## src/sv/assert_macros.svh

```systemverilog
// Assertion macros shared by the unfilter RTL.
`ifndef ASSERT_MACROS_SVH
`define ASSERT_MACROS_SVH

// Implication checked on every rising edge, switched off while reset is high.
`define ASSERT_IMPL(label, clk, rst, ante, cons, msg) \
  label: assert property (@(posedge clk) disable iff (rst) (ante) |-> (cons)) \
    else $error(msg);

// Implication whose consequent is checked in the next cycle.
`define ASSERT_NEXT(label, clk, rst, ante, cons, msg) \
  label: assert property (@(posedge clk) disable iff (rst) (ante) |=> (cons)) \
    else $error(msg);

`endif

```

## src/sv/pngu_pkg.sv

```systemverilog
package pngu_pkg;

  // Highest legal filter type byte.
  localparam logic [7:0] HIGHEST_FILTER = 8'd4;

  // Configuration register indexes.
  localparam logic [1:0] REG_BYTES_PER_PIXEL = 2'd0;
  localparam logic [1:0] REG_ROW_BYTES       = 2'd1;
  localparam logic [1:0] REG_IMAGE_ROWS      = 2'd2;

  typedef enum logic [2:0] {
    FILT_NONE    = 3'd0,
    FILT_SUB     = 3'd1,
    FILT_UP      = 3'd2,
    FILT_AVERAGE = 3'd3,
    FILT_PAETH   = 3'd4
  } filter_t;

  typedef struct packed {
    logic [7:0] pixel_byte;
    logic       last_in_row;
    logic       last_in_image;
    logic       bad_filter;
  } pixel_t;

endpackage

```

## src/sv/pngu_predict.sv

```systemverilog
// Filter prediction and reconstruction of one channel byte.
module pngu_predict (
  input  pngu_pkg::filter_t filter,
  input  logic [7:0]        a,
  input  logic [7:0]        b,
  input  logic [7:0]        c,
  input  logic [7:0]        data_byte,
  output logic [7:0]        value
);

  logic [8:0] sum_ab;
  logic [7:0] pa;
  logic [7:0] pb;
  logic [9:0] sum_wide;
  logic [9:0] c_twice;
  logic [9:0] pc;
  logic [7:0] paeth;
  logic [7:0] pred;

  always_comb begin
    sum_ab   = {1'b0, a} + {1'b0, b};
    pa       = (b >= c) ? (b - c) : (c - b);
    pb       = (a >= c) ? (a - c) : (c - a);
    sum_wide = {1'b0, sum_ab};
    c_twice  = {1'b0, c, 1'b0};
    pc       = (sum_wide >= c_twice) ? (sum_wide - c_twice) : (c_twice - sum_wide);
    // Ties go to a, then to b, as the standard predictor requires.
    if ({2'b00, pa} <= {2'b00, pb} && {2'b00, pa} <= pc) begin
      paeth = a;
    end else if ({2'b00, pb} <= pc) begin
      paeth = b;
    end else begin
      paeth = c;
    end
  end

  always_comb begin
    unique case (filter)
      pngu_pkg::FILT_NONE:    pred = 8'd0;
      pngu_pkg::FILT_SUB:     pred = a;
      pngu_pkg::FILT_UP:      pred = b;
      pngu_pkg::FILT_AVERAGE: pred = sum_ab[8:1];
      pngu_pkg::FILT_PAETH:   pred = paeth;
      default:                pred = 8'd0;
    endcase
    value = data_byte + pred;
  end

endmodule

```

## config.mk

```make
export PLATFORM = sky130hd
export DESIGN_NAME = pngu_predict
export DESIGN_NICKNAME = d
export VERILOG_FILES = /design/src/sv/assert_macros.svh /design/src/sv/pngu_pkg.sv /design/src/sv/pngu_predict.sv
export SDC_FILE = /design/constraint.sdc
export NUM_CORES = 1
export LEC_CHECK = 0
export BUFFER_PORTS_ARGS = -buffer_cell sky130_fd_sc_hd__buf_4
export CAP_MARGIN = 0
export CORE_MARGIN = 5
export CORE_UTILIZATION = 40
export DETAILED_ROUTE_END_ITERATION = 8
export PLACE_DENSITY = 0.67
export SYNTH_ARGS = -nofsm -noshare
export SYNTH_HDL_FRONTEND = slang
export SYNTH_SLANG_ARGS = --single-unit
```

## constraint.sdc

```tcl
create_clock -name vclk -period 22.6
set_clock_uncertainty 0.1 [all_clocks]
set_input_delay 4.52 -clock vclk [all_inputs]
set_output_delay 4.52 -clock vclk [all_outputs]
set_load 0.03 [all_outputs]
```

==> results of run 1 <==
[cell type report]
class	count	area, µm²	area share [%]
inverter	58	218	5.38
multi-input combinational	416	3370	83.3
tap	108	135	3.34
timing repair buffer	43	323	7.97
[worst max-delay path, delay by kind of cell]
kind            cells  cell delay, ns
compound gates     20            4.18
xor+xnor            2            0.52
fa+ha+maj           5            1.58
buf+inv             3            0.35
mux                 1            0.20
simple gates        7            1.49
[final timing paths]
kind	startpoint	endpoint	slack, ns
max	a[0]	value[7]	5.12
min	data_byte[0]	value[0]	9.29
[cell families (layout without fill, tap and decap cells)]
logic type | count (synthesis) | count (layout) | synth area share (%)
adder cells (fa/ha/maj) | 90 | 90 | 32.5
AND/OR/NAND/NOR | 105 | 105 | 15.0
buffers and inverters | 73 | 101 | 7.67
AO/OA/AOI/OAI | 171 | 171 | 32.0
XOR/XNOR | 31 | 31 | 7.43
multiplexers | 19 | 19 | 5.45
[placed cells by master (no fill, tap or decap), drive strengths merged, types with 8 or more instances in the layout]
| cell type | count |
|---|---|
| a21o | 22 |
| a21oi | 52 |
| buf | 43 |
| fa | 8 |
| ha | 82 |
| inv | 58 |
| mux2i | 12 |
| nand2 | 28 |
| nand3 | 13 |
| nor2 | 17 |
| o21a | 8 |
| o21ai | 28 |
| o221ai | 8 |
| or2 | 11 |
| xnor2 | 22 |
| xor2 | 9 |
[stage by stage]
| stage | worst slack, ns | util, % | instance area, µm² |
|---|---|---|---|
| CTS | 5.16 | 46.0 | 4050 |
| detailed placement | 5.19 | 46.0 | 4050 |
| global placement | 5.49 | 46.0 | 4050 |
| floorplan | 6.24 | - | 3650 |
| global route | 4.44 | 46.0 | 4050 |
| finish | 5.12 | 46.0 | 4050 |
[metal layers]
layer | GRT usage, % | vias to the layer above | part of all wire [%]
li1 | - | 1835 | -
met1 | 24.9 | 1772 | 45
met2 | 35.7 | 124 | 49
met3 | 0.856 | 11 | 5.0
met4 | 2.78 | 0 | 1.8
met5 | 0 | - | 0
[power breakdown]
part / internal (µW) / total, µW / switching, µW
sequential: 0 / 0 / 0
combinational: 107 / 263 / 155
clock: 0 / 0 / 0
total: 107 / 263 / 155
==> summary.md, run 1 <==
| Metric | Value |
|---|---|
| Largest net degree at the start of global routing | 19 |
| Core area | between 8000 and 9000 µm² |
| WP data required | roughly 18 ns |
| Total global routing track utilization | 19.1% |
| Setup Viol. Count Final | 0 |
| Leak | 0.00205 µW |
| Via count | 3742 |
| Most frequent CP cell | a21oi_1 |
| MaxCap Viol Count | 0 |
| Count leader, synth | ha_1 |
| Outcome | finished clean |
| Mapped cell area | 3650 µm² |
| Routed length per instance | 17.7 µm |
| Die ar. | 11100 µm² |
| Crit path launch type | input pin |
| Hpwl dp | 9.54 mm |
| Initial Utilization | 41.5% |
| CLK BUF | 0 |
| Post-cts gate resize count | 0 |
| Fillers | 852 |
| Register area | 0 µm² |
| Post-Place Cells | 625 |
| Critical path arrival | about 13 ns |
| Number of global-route vias before repair | 3723 |
| FF+latch count | 0 |
| Setup CP Type | in -> out |
| CP Max Fanout | 10 |
| Hold buffer count at cts | 0 |
| I/O Buffers | 43 |
| Vias per std cell | 5.99 |
| Synth warn | 0 |
| Die X | 106 µm |
| Final Hold Viols | 0 |
| Seq/Total Area, Yosys | 0% |
| Syn Inst Count | 489 |
| Slowest stage delay, CP | between 0.4 and 0.5 ns |
| Layout Cells excl Fill | 625 |
| HP Class | in -> out |
| Slew HR | 26.7% |
| Max VDD drop | 0.0480 mV |
| Top post-synthesis cells by count | ha_1, inv_1, a21oi_1 |
| Site row count | 34 |
| Antenna Nets Post-Route | 0 |
| RSZ-0062 raised after global routing | false |
| Pins Over Slew Limit | 0 |
| Initial antenna violation count | 0 |
| Drt total wl | 11.1 mm |
| Worst hold stages | 3 |
| GRT Residual Overflow | 0 |
| Net Count, Synth | roughly 600 |
| Post-synth top area share | 28.1% |
| Iter 0 DRT Violations | 312 |
| Ant diodes | 0 |
| Drt drc | 0 |
| Ratio of cells with drive above 1 in the final layout | 13.3% |
| Max Fclk | 57.2 MHz |
| I/O pins | 43 |
| WHS | 9.29 ns |
| Post-synth top area cell | ha_1 |
| Setup bufs post-CTS | 0 |
| Tot Pwr | around 260 µW |
| Crit-path slowest cell | fa_1 |
| Final nets | 644 |
| Min cycle time layout | 17.48 ns |
| Setup_tns | 0 ns |
| Average size of a mapped cell | 7.47 µm² |
| CP endpoint kind | output port |
| PD cells | 64.9 nW/µm² |
| GP Congestion | roughly 0.95 |
| Netlist cell types | 62 |
| Synth area leaders | ha_1, a21oi_1, inv_1 |
| DR pass1 iterations | 6 |
| Actual slew at the worst max-slew pin | 1.09 ns |
| DIE HEIGHT | 106 µm |
| Tcrit/Tclk final | 77.4% |
| Synth-to-Final Area Change | 10.8% |
| First-pass GRT wire length | roughly 18 mm |
Note: power is estimated with default switching activity, not from simulation.
==> run 2, diff against run 1 <==
==> constraint.sdc (replaced) <==
create_clock -name vclk -period 17.2
set_clock_uncertainty 0.1 [all_clocks]
set_input_delay 3.44 -clock vclk [all_inputs]
set_output_delay 3.44 -clock vclk [all_outputs]
set_load 0.03 [all_outputs]
==> run 2 against run 1 <==
Critical path depth stayed put; largest cell class unchanged; count of clock-buffer cells in the layout stayed put; total power is 31% higher.
==> summary.md, run 2 (same netlist as run 1, synthesis figures left out) <==
| Metric | Value |
|---|---|
| Number of global-route vias before repair | 3800 |
| Pins Over Slew Limit | 0 |
| Post-Place Cells | 625 |
| I/O Buffers | 43 |
| Setup_tns | 0 ns |
| WHS | about 7.1 ns |
| Vias per std cell | ~6.0 |
| Initial antenna violation count | 0 |
| Via count | 3726 |
| Routed length per instance | 17.7 µm |
| Leak | 0.00205 µW |
| DR pass1 iterations | 5 |
| Drt drc | 0 |
| Initial Utilization | 41.5% |
| Max VDD drop | 0.0640 mV |
| Cell area after layout | 4050 µm² |
| Core area | 8810 µm² |
| Slew HR | 23.4% |
| Area occupied by multi-input gates | 3370 µm² |
| Ant diodes | 0 |
| Layout Cells excl Fill | 625 |
| DIE HEIGHT | around 110 µm |
| Clock share of power | 0% |
| Total global routing track utilization | 19.4% |
| Setup CP Type | in -> out |
| Iter 0 DRT Violations | 200 |
| Register area | 0 µm² |
| First-pass GRT wire length | 18.1 mm |
| Site row count | 34 |
| PD cells | 84.9 nW/µm² |
| HP Class | in -> out |
| Tcrit/Tclk final | 89.5% |
| Hold buffer count at cts | 0 |
| Drt total wl | around 11 mm |
| GP Congestion | 0.949 |
| Most common cell after layout, fill and taps aside | ha_1 |
| GRT Residual Overflow | 0 |
| Slowest stage delay, CP | 0.41 ns |
| Outcome | finished clean |
| Placed inst area | approximately 4000 µm² |
| Crit-path slowest cell | ha_1 |
| Antenna Nets Post-Route | 0 |
| Register share of total power | 0% |
| Critical path arrival | approximately 12 ns |
| Die ar. | 11100 µm² |
| Largest net degree at the start of global routing | 19 |
| Fillers | 855 |
| Max Fclk | 65.0 MHz |
| Int Pwr | approximately 140 µW |
| Ratio of cells with drive above 1 in the final layout | 13.3% |
| Setup bufs post-CTS | 0 |
| Post-cts gate resize count | 0 |
| Setup Viol. Count Final | 0 |
| NetSw | 203 µW |
| CP Max Fanout | 10 |
| Actual slew at the worst max-slew pin | approximately 1.1 ns |
| Hpwl dp | between 9 and 10 mm |
| Most frequent cells in the layout | ha_1, inv_1, a21oi_1 |
| WP data required | 13.66 ns |
| CLK BUF | 0 |
| MaxCap Viol Count | 0 |
| FF+latch count | 0 |
| Final Hold Viols | 0 |
| Crit path launch type | input pin |
| Tot Pwr | ~340 µW |
| Final nets | roughly 640 |
| Comb pwr share | 100.0% |
| Most frequent CP cell | a21oi_1 |
| CP endpoint kind | output port |
| Net Sw Frac | 59.0% |
| I/O pins | 43 |
| Synth-to-Final Area Change | 10.8% |
| Die X | roughly 110 µm |
| Min cycle time layout | 15.39 ns |
| RSZ-0062 raised after global routing | false |
-- run 2: metrics by stage --
step	util, %	worst slack, ns
2_1_floorplan	-	3.00
3_3_place_gp	46.0	2.25
3_5_place_dp	46.0	1.93
4_1_cts	46.0	1.91
5_1_grt	46.0	1.12
6_report	46.0	1.81
-- run 2: path summary, 6_finish.rpt --
path / slack, ns / to / from / cells after the start
min: 7.13 / value[0] / data_byte[0] / 3
max: 1.81 / value[7] / a[0] / 38
-- run 2: power groups by stage --
| stage | clock network (µW) | registers [µW] | logic [µW] |
|---|---|---|---|
| after floorplan | 0 | 0 | 253 |
| after global placement | 0 | 0 | 329 |
| after detailed placement | 0 | 0 | 338 |
| after CTS | 0 | 0 | 340 |
| after global routing | 0 | 0 | 380 |
| final | 0 | 0 | 344 |
-- run 2: layout make-up --
cell class,count,share of cell area [%]
inverters,58,5.38
repair buffers,43,7.97
well taps,108,3.34
multi-input cells,416,83.3
-- run 2: critical path: cells and delay by family --
family          cells  cell delay, ns
simple gates        7            1.51
compound gates     20            4.22
fa+ha+maj           5            1.61
buf+inv             3            0.36
xor+xnor            2            0.52
mux                 1            0.20
-- run 2: per-layer routing --
| layer | GRT usage, % | wire (µm) | vias up |
|---|---|---|---|
| met1 | 24.5 | 4840 | 1744 |
| met2 | 34.2 | 5190 | 131 |
| met5 | 0 | 0 | - |
| met3 | 2.20 | 642 | 21 |
| li1 | - | - | 1830 |
| met4 | 6.38 | 377 | 0 |
