<file path="config.mk">
export PLATFORM = sky130hd
export DESIGN_NAME = pngu_skid_flat
export DESIGN_NICKNAME = d
export VERILOG_FILES = /design/src/sv/pngu_pkg.sv /design/src/sv/pngu_pixel_if.sv /design/src/sv/pngu_skid.sv /design/src/flat_wrapper.sv
export VERILOG_INCLUDE_DIRS = /design/src /design/src/sv
export SDC_FILE = /design/constraint.sdc
export NUM_CORES = 1
export LEC_CHECK = 0
export BUFFER_PORTS_ARGS = -buffer_cell sky130_fd_sc_hd__buf_2
export CAP_MARGIN = 20
export CORE_MARGIN = 2
export CORE_UTILIZATION = 45
export CTS_CLUSTER_DIAMETER = 80
export CTS_CLUSTER_SIZE = 16
export DETAILED_ROUTE_END_ITERATION = 16
export PLACE_DENSITY = 0.71
export SETUP_SLACK_MARGIN = 0.5
export SLEW_MARGIN = 40
export SYNTH_ARGS = -nofsm -noshare
export SYNTH_HDL_FRONTEND = slang
export SYNTH_SLANG_ARGS = --single-unit
</file>
<file path="constraint.sdc">
create_clock -name clk -period 1.8 [get_ports clk]
set_input_delay 0.09 -clock clk [delete_from_list [all_inputs] [get_ports clk]]
set_output_delay 0.09 -clock clk [all_outputs]
set_load 0.005 [all_outputs]
</file>
<file path="src/sv/assert_macros.svh">
// Assertion macros shared by the unfilter RTL.
`ifndef ASSERT_MACROS_SVH
`define ASSERT_MACROS_SVH

// Implication checked on every rising edge, switched off while reset is high.
`define ASSERT_IMPL(label, clk, rst, ante, cons, msg) \
  label: assert property (@(posedge clk) disable iff (rst) (ante) |-> (cons)) \
    else $error(msg);

// Implication whose consequent is checked in the next cycle.
`define ASSERT_NEXT(label, clk, rst, ante, cons, msg) \
  label: assert property (@(posedge clk) disable iff (rst) (ante) |=> (cons)) \
    else $error(msg);

`endif

</file>
<file path="src/sv/pngu_pkg.sv">
package pngu_pkg;

  // Highest legal filter type byte.
  localparam logic [7:0] HIGHEST_FILTER = 8'd4;

  // Configuration register indexes.
  localparam logic [1:0] REG_BYTES_PER_PIXEL = 2'd0;
  localparam logic [1:0] REG_ROW_BYTES       = 2'd1;
  localparam logic [1:0] REG_IMAGE_ROWS      = 2'd2;

  typedef enum logic [2:0] {
    FILT_NONE    = 3'd0,
    FILT_SUB     = 3'd1,
    FILT_UP      = 3'd2,
    FILT_AVERAGE = 3'd3,
    FILT_PAETH   = 3'd4
  } filter_t;

  typedef struct packed {
    logic [7:0] pixel_byte;
    logic       last_in_row;
    logic       last_in_image;
    logic       bad_filter;
  } pixel_t;

endpackage

</file>
<file path="src/sv/pngu_pixel_if.sv">
interface pngu_pixel_if;
  logic       valid;
  logic       ready;
  logic [7:0] pixel_byte;
  logic       last_in_row;
  logic       last_in_image;
  logic       bad_filter;

  modport source (output valid, output pixel_byte, output last_in_row,
                  output last_in_image, output bad_filter, input ready);
  modport sink (input valid, input pixel_byte, input last_in_row,
                input last_in_image, input bad_filter, output ready);
endinterface

</file>
<file path="src/sv/pngu_skid.sv">
`include "assert_macros.svh"

// Two-entry output buffer: an output register and a skid register behind it.
// There is room for a new item whenever the skid register is empty, so the
// upstream side never waits on the downstream ready combinationally.
module pngu_skid (
  input  logic             clk,
  input  logic             rst,
  input  logic             push,
  input  pngu_pkg::pixel_t push_data,
  output logic             space,
  pngu_pixel_if.source     out
);

  logic             out_valid;
  pngu_pkg::pixel_t out_data;
  logic             skid_valid;
  pngu_pkg::pixel_t skid_data;
  logic             pop;

  assign pop   = out_valid && out.ready;
  assign space = !skid_valid;

  always_ff @(posedge clk) begin
    if (rst) begin
      out_valid  <= 1'b0;
      skid_valid <= 1'b0;
    end else if (pop) begin
      if (skid_valid) begin
        out_data   <= skid_data;
        skid_valid <= 1'b0;
      end else if (push) begin
        out_data <= push_data;
      end else begin
        out_valid <= 1'b0;
      end
    end else if (push) begin
      if (!out_valid) begin
        out_data  <= push_data;
        out_valid <= 1'b1;
      end else begin
        skid_data  <= push_data;
        skid_valid <= 1'b1;
      end
    end
  end

  assign out.valid         = out_valid;
  assign out.pixel_byte    = out_data.pixel_byte;
  assign out.last_in_row   = out_data.last_in_row;
  assign out.last_in_image = out_data.last_in_image;
  assign out.bad_filter    = out_data.bad_filter;

  `ASSERT_IMPL(a_skid_behind_out, clk, rst, skid_valid, out_valid, "skid holds an item while output is empty")
  `ASSERT_NEXT(a_stall_fills_skid, clk, rst, push && out_valid && !pop, skid_valid, "item pushed during a stall was lost")

endmodule

</file>
<file path="src/flat_wrapper.sv">
// flat-port wrapper written by rule: the top's interface ports become plain ports
module pngu_skid_flat 
  (clk, rst, push, push_data, space, out_valid, out_pixel_byte, out_last_in_row, out_last_in_image, out_bad_filter, out_ready);
  pngu_pixel_if out_i ();
  input  logic clk;
  input  logic rst;
  input  logic push;
  input  pngu_pkg::pixel_t push_data;
  output logic space;
  output wire logic [$bits(out_i.valid)-1:0] out_valid;
  output wire logic [$bits(out_i.pixel_byte)-1:0] out_pixel_byte;
  output wire logic [$bits(out_i.last_in_row)-1:0] out_last_in_row;
  output wire logic [$bits(out_i.last_in_image)-1:0] out_last_in_image;
  output wire logic [$bits(out_i.bad_filter)-1:0] out_bad_filter;
  input wire logic [$bits(out_i.ready)-1:0] out_ready;
  assign out_valid = out_i.valid;
  assign out_pixel_byte = out_i.pixel_byte;
  assign out_last_in_row = out_i.last_in_row;
  assign out_last_in_image = out_i.last_in_image;
  assign out_bad_filter = out_i.bad_filter;
  assign out_i.ready = out_ready;
  pngu_skid u_core (.clk(clk), .rst(rst), .push(push), .push_data(push_data), .space(space), .out(out_i));
endmodule
</file>
==> results.sh, run 1 <==
export IMPL_status="finished, final reports clean"
export IMPL_reg2reg_from="u_core.out.valid"
export IMPL_yosys_area_share_xor_xnor=0
export IMPL_setup_tns_ps=0
export IMPL_cellPowerDensity_nw_per_um2=738.1
export IMPL_fin_skew_ps=1.628
export IMPL_clkPwrFrac=0.235
export IMPL_syn_inst=47
export IMPL_cts_tree="built"
export IMPL_cp_slowest_cell="dfxtp_4"
export IMPL_cp_slowest_stage_delay_ps=420
export IMPL_timing_rr_end="u_core.skid_data[8]"
export IMPL_synth_net_count=62
export IMPL_power_frac_comb=0.105
export IMPL_antenna_found_initial=0
export IMPL_critPathKind="reg2reg"
export IMPL_final_seq_area_um2=705.7
export IMPL_hold_depth=3
export IMPL_startpoint_type="flip-flop"
export IMPL_gp_congestion=0.6461
export IMPL_synth_common_cells="22 x edfxtp_1, 10 x mux2_4, 3 x a21oi_1, 2 x dfxtp_1"
export IMPL_wl_met1_um=716
export IMPL_yosysWarnings=0
export IMPL_track_usage=0.1443
export IMPL_synth_compound_area_frac=0.02397
export IMPL_period_share=0.6921
export IMPL_dp_slack_ps=303.0
export IMPL_clk_path_buf_depth=2
export IMPL_worstMarginPinSlew_ps=202.0
export IMPL_htreeDepth=1
export IMPL_drive_gt1_frac=0.5376
export IMPL_finalCriticalPeriod_ps=1246
export IMPL_maxSlewHeadroom=0.8645
export IMPL_end_kind="flip-flop"
export IMPL_syn_avg_cell_area_um2=19.99
export IMPL_place_area_um2=1111
export IMPL_yosys_area_share_adder=0
export IMPL_setup_violations=0
export IMPL_final_nets=109
export IMPL_syn_area_um2=939.7
export IMPL_dieHeight_um=49.70
export IMPL_synth_edf_count=22
export IMPL_p_int_mw=0.7726
export IMPL_hold_class="in2reg"
export IMPL_nFillCells=158
export IMPL_grt_max_degree=14
export IMPL_ant_nets=0
export IMPL_gr_total_overflow=0
export IMPL_final_cells=120
export IMPL_synth_main_ff_cell="edfxtp_1"
export IMPL_synthTopCellsByArea="edfxtp_1 70%, mux2_4 16%, dfxtp_1 4.3%"
export IMPL_yosysTopAreaCell="edfxtp_1"
export IMPL_cp_cell_sequence="nor2b_2 > and3b_2 > buf_12"
export IMPL_drt_total_wl_mm=1.598
export IMPL_r2r_cells=3
export IMPL_syn_to_final_growth_pct=39.41
export IMPL_met2_length_um=808
export IMPL_crit_buf_inv=1
export IMPL_rows=16
export IMPL_io_buffers=27
export IMPL_dr_pass1_iters=2
export IMPL_clock_latency_ps=300
export IMPL_antenna_cells=0
export IMPL_route_vias_total=559
export IMPL_hold_viol_final=0
export IMPL_max_cap_viol_count=0
export IMPL_utilization=0.6677
export IMPL_wl_per_cell_um=13.32
export IMPL_crit_family="flip-flops"
export IMPL_wl_met3_um=61
export IMPL_r2r_slack_ps=550
export IMPL_hp_start="push"
export IMPL_cts_clk_slew_worst_paths_ps=120
export IMPL_ys_ff_latch=24
export IMPL_route_detailed_drc=0
export IMPL_p_switching_mw=0.1943
export IMPL_leakage_nw=0.5350
export IMPL_fin_ws_ps=554.2
export IMPL_seq_area_frac_synth=0.7457
export IMPL_drtIter0Drc=5
export IMPL_tritoncts_num_sinks=24
export IMPL_cts_buffers=3
export IMPL_seqPwrFrac=0.660
export IMPL_path_max_fanout=9
export IMPL_dp_cells=101
export IMPL_hold_path_end="u_core.out.valid"
export IMPL_core_area_um2=1962
export IMPL_cp_arrival_ps=1280
export IMPL_hpwl_um=978.7
export IMPL_yosysMostFrequentCell="edfxtp_1"
export IMPL_whs_ps=56.13
export IMPL_synth_mux_area_fraction=0.1718
export IMPL_synth_simple_gate_area_frac=0.04261
export IMPL_synth_top_family_by_area="multiplexers"
export IMPL_fmax_mhz=802.7
export IMPL_power_mw=0.9669
export IMPL_required_ps=1840
export IMPL_via_per_inst=4.658
export IMPL_start_util=0.4790
export IMPL_cts_root_buf="clkbuf_4"
export IMPL_highest_layer="met4"
export IMPL_ys_types=14
export IMPL_final_area_um2=1310
export IMPL_synth_top_area_share=0.7031
export IMPL_io_pins=28
export IMPL_async_flop_share=0
export IMPL_fp_dieArea_um2=2470
export IMPL_sw_frac_of_total=0.2010
export IMPL_crit_cells=3
export IMPL_grt_pass1_vias=584
export IMPL_grt_pass1_wl_mm=2.628
export IMPL_fp_dieW_um=49.70
export IMPL_finalMaxSlewViolations=0
export IMPL_rsz0062_at_grt="false"
export IMPL_ir_drop_mv=0.5696
export IMPL_multi_input_area_um2=250.2
==> flip-flops by register name, summed over array words and instances, names as in the netlist <==
register,count
u_core.out.bad_filter,1
u_core.out.valid,1
u_core.out.last_in_row,1
u_core.out.pixel_byte,8
u_core.skid_data,11
u_core.skid_valid,1
u_core.out.last_in_image,1
==> power by group through the flow <==
stage	combinational, mW	clock [mW]	sequential [mW]
after floorplan	0.0348	0	0.650
after global placement	0.0745	0	0.647
after detailed placement	0.0773	0	0.649
after CTS	0.101	0.235	0.639
after global routing	0.111	0.259	0.640
final	0.102	0.227	0.638
==> cells by family after synthesis <==
group / Yosys count
AO/OA/AOI/OAI: 4
buffers and inverters: 2
flip-flops: 24
multiplexers: 11
AND/OR/NAND/NOR: 6
==> placed cells by master (no fill, tap or decap), drive strengths merged <==
cell,n
buf,30
and3b,1
a211oi,1
nor2,1
mux2,11
edfxtp,22
nand2b,1
dfxtp,2
a21oi,3
nor3,1
dlygate4sd3,12
nand3,2
nor2b,1
clkinv,1
clkbuf,3
inv,1
==> what timing repair did <==
item                                   in CTS  in global routing
hold buffers                               12                  0
setup endpoints to repair                  22                 11
gates resized for setup                     3                  2
endpoints found under the hold margin      13                  0
buffers inserted                            2                  0
pin swaps                                   2                  0
gates cloned                                1                  0
==> tightest hold or removal path, stage by stage <==
cell and delay [ps]:
buf_2 110, a21oi_1 40, nor2_1 80
==> layer usage <==
| metal | track usage | up-vias |
|---|---|---|
| met5 | 0 | - |
| met4 | 0.06944 | 0 |
| met3 | 0.03030 | 2 |
| met2 | 0.2467 | 21 |
| met1 | 0.1721 | 258 |
| li1 | - | 278 |
==> cell type report <==
cell class / count / share of cell area
Inverter: 1 / 0.002865
Multi-Input combinational cell: 22 / 0.1910
Tap cell: 27 / 0.02579
Sequential cell: 24 / 0.5387
Clock buffer: 3 / 0.01719
Timing Repair Buffer: 42 / 0.2216
Clock inverter: 1 / 0.002865
==> how the worst max path moves through the flow <==
stage / startpoint / to / slack, ps
2_1_floorplan: u_core.out.valid / u_core.out.bad_filter / 400
3_3_place_gp: u_core.out.valid / u_core.out.pixel_byte[7] / 370
3_5_place_dp: u_core.out.valid / u_core.out.pixel_byte[7] / 300
4_1_cts: u_core.out.valid / u_core.skid_data[8] / 500
5_1_grt: u_core.out.valid / u_core.skid_data[1] / 530
6_report: u_core.out.valid / u_core.skid_data[8] / 550
Power figures use the tool's default switching activity.
==> run 2: changes to the inputs <==
- CORE_UTILIZATION: 45 -> 44
- PLACE_DENSITY: 0.71 -> 0.73
- clock period: 1.8 -> 1 ns (I/O delays scaled with it)
==> run 2 against run 1 <==
Against the previous run:
- the flow now finishes with violations (negative hold slack, negative setup slack)
- total power rose by 81%
- clock power is 78% higher
- clock skew up 9.3 ps
- register-to-register slack got worse by 760 ps
- routed wire length shrank 12%
==> results.sh, run 2 (synthesis results as in run 1) <==
export IMPL_fmax_mhz=830.5
export IMPL_cp_arrival_ps=1230
export IMPL_route_detailed_drc=0
export IMPL_gr_total_overflow=0
export IMPL_status="complete, but fails checks"
export IMPL_whs_ps=-69.07
export IMPL_track_usage=0.1183
export IMPL_hold_class="in2reg"
export IMPL_syn_to_final_growth_pct=37.02
export IMPL_grt_use_met3=0.02679
export IMPL_period_share=1.204
export IMPL_dr_pass1_iters=4
export IMPL_regMostFlops="u_core.skid_data"
export IMPL_rows=16
export IMPL_use_met2=0.2083
export IMPL_leakage_nw=0.5348
export IMPL_route_vias_total=527
export IMPL_core_area_um2=1982
export IMPL_rsz0062_at_grt="true"
export IMPL_cts_clk_slew_worst_paths_ps=120
export IMPL_start_util=0.4741
export IMPL_power_frac_comb=0.114
export IMPL_antenna_cells=0
export IMPL_startpoint_type="flip-flop"
export IMPL_cts_tree="built"
export IMPL_tritoncts_num_sinks=24
export IMPL_fin_skew_ps=10.90
export IMPL_critPathKind="reg2reg"
export IMPL_dieHeight_um=50.21
export IMPL_finalMaxSlewViolations=0
export IMPL_htreeDepth=1
export IMPL_hpwl_mm=1.025
export IMPL_cellPowerDensity_nw_per_um2=1356
export IMPL_maxSlewHeadroom=0.8783
export IMPL_grtUsageMet1=0.1348
export IMPL_fp_dieArea_um2=2521
export IMPL_setup_violations=34
export IMPL_cts_root_buf="clkbuf_4"
export IMPL_grt_busiest_layer="met2"
export IMPL_seqPwrFrac=0.654
export IMPL_drt_total_wl_mm=1.405
export IMPL_p_int_mw=1.398
export IMPL_grt_max_degree=14
export IMPL_grt_pass1_wl_mm=2.187
export IMPL_p_switching_mw=0.3481
export IMPL_clkPwrFrac=0.232
export IMPL_worstMarginPinSlew_ps=182.0
export IMPL_drive_gt1_frac=0.6941
export IMPL_path_max_fanout=9
export IMPL_ant_nets=0
export IMPL_io_pins=28
export IMPL_gp_congestion=0.6611
export IMPL_hold_viol_final=13
export IMPL_mostFrequentLayoutCell="buf_2"
export IMPL_max_cap_viol_count=0
export IMPL_violations="negative hold slack, negative setup slack"
export IMPL_end_kind="flip-flop"
export IMPL_ir_drop_mv=0.8180
export IMPL_fp_dieW_um=50.21
export IMPL_finalCriticalPeriod_ps=1204
export IMPL_sw_frac_of_total=0.1994
export IMPL_clock_latency_ps=300
export IMPL_grt_pass1_vias=512
export IMPL_antenna_found_initial=0
export IMPL_clk_path_buf_depth=2
export IMPL_fin_ws_ps=-204.0
export IMPL_dp_slack_ps=-205.5
export IMPL_largest_reg_flops=11
export IMPL_required_ps=1030
export IMPL_final_nets=101
export IMPL_cts_buffers=3
export IMPL_drtIter0Drc=5
export IMPL_utilization=0.6496
export IMPL_final_cell_mix="26 x buf_2, 22 x edfxtp_1, 11 x mux2_4"
export IMPL_io_buffers=27
export IMPL_via_per_inst=4.705
export IMPL_wl_per_cell_um=12.54
## run 2: cell count changes in the layout (fill, tap and decap cells not counted), sizes merged
cell	previous run	this run
buf	30	35
nand3	2	1
dlygate4sd3	12	0
## run 2: path summary, 6_finish.rpt
| kind | end | depth (start not counted) | slack, ps | from |
|---|---|---|---|---|
| worst max register to register | u_core.skid_data[5] | 3 | -200 | u_core.out.valid |
| worst max-delay path | u_core.skid_data[5] | 3 | -200 | u_core.out.valid |
| worst min register to register | u_core.out.pixel_byte[1] | 1 | 550 | u_core.skid_data[4] |
| worst min-delay path | u_core.skid_data[7] | 1 | -70 | push_data[7] |
## run 2: what timing repair did
| item | in CTS | in global routing |
|---|---|---|
| resized for setup | 5 | 4 |
| pin swaps | 1 | 1 |
| endpoints found under the setup margin | 48 | 48 |
| hold endpoints to repair | 13 | 13 |
| buffers inserted | 2 | 2 |
## run 2: worst max-delay path, stage by stage (launching register included)
cell and delay [ps]:
dfxtp_2 380, nor2b_4 180, and3b_2 240, buf_12 130
## run 2: per-stage QoR
step	hold slack (ps)	setup TNS [ps]	power, mW	std cells	cell area (um^2)
CTS	-71.59	-5307	1.749	110	1255
floorplan	115.0	-5778	1.242	47	969.7
global route	-88.76	-6799	1.820	112	1287
finish	-69.07	-5397	1.746	112	1287
detailed placement	246.2	-5628	1.336	104	1182
global placement	247.1	-4786	1.329	104	1182
## run 2: final cells by class
type,count,area [um^2]
Clock inverter,1,3.754
Multi-Input combinational cell,21,266.5
Sequential cell,24,703.2
Clock buffer,3,22.52
Inverter,1,3.754
Timing Repair Buffer,35,254.0
Tap cell,27,33.78
Fill cell,141,694.4
## run 2: power groups by stage
stage | clock network, mW | registers (mW) | logic [mW]
2_1_floorplan | 0 | 1.17 | 0.0710
3_3_place_gp | 0 | 1.16 | 0.165
3_5_place_dp | 0 | 1.17 | 0.171
4_1_cts | 0.422 | 1.14 | 0.184
5_1_grt | 0.457 | 1.15 | 0.217
6_report | 0.405 | 1.14 | 0.199
## run 2: layer usage
layer  wire [um]  part of all wire  vias up
met5           0                 0        -
met4           0                 0        0
met2         759              0.54       19
met3          81             0.058        0
met1         564              0.40      250
li1            -                 -      258
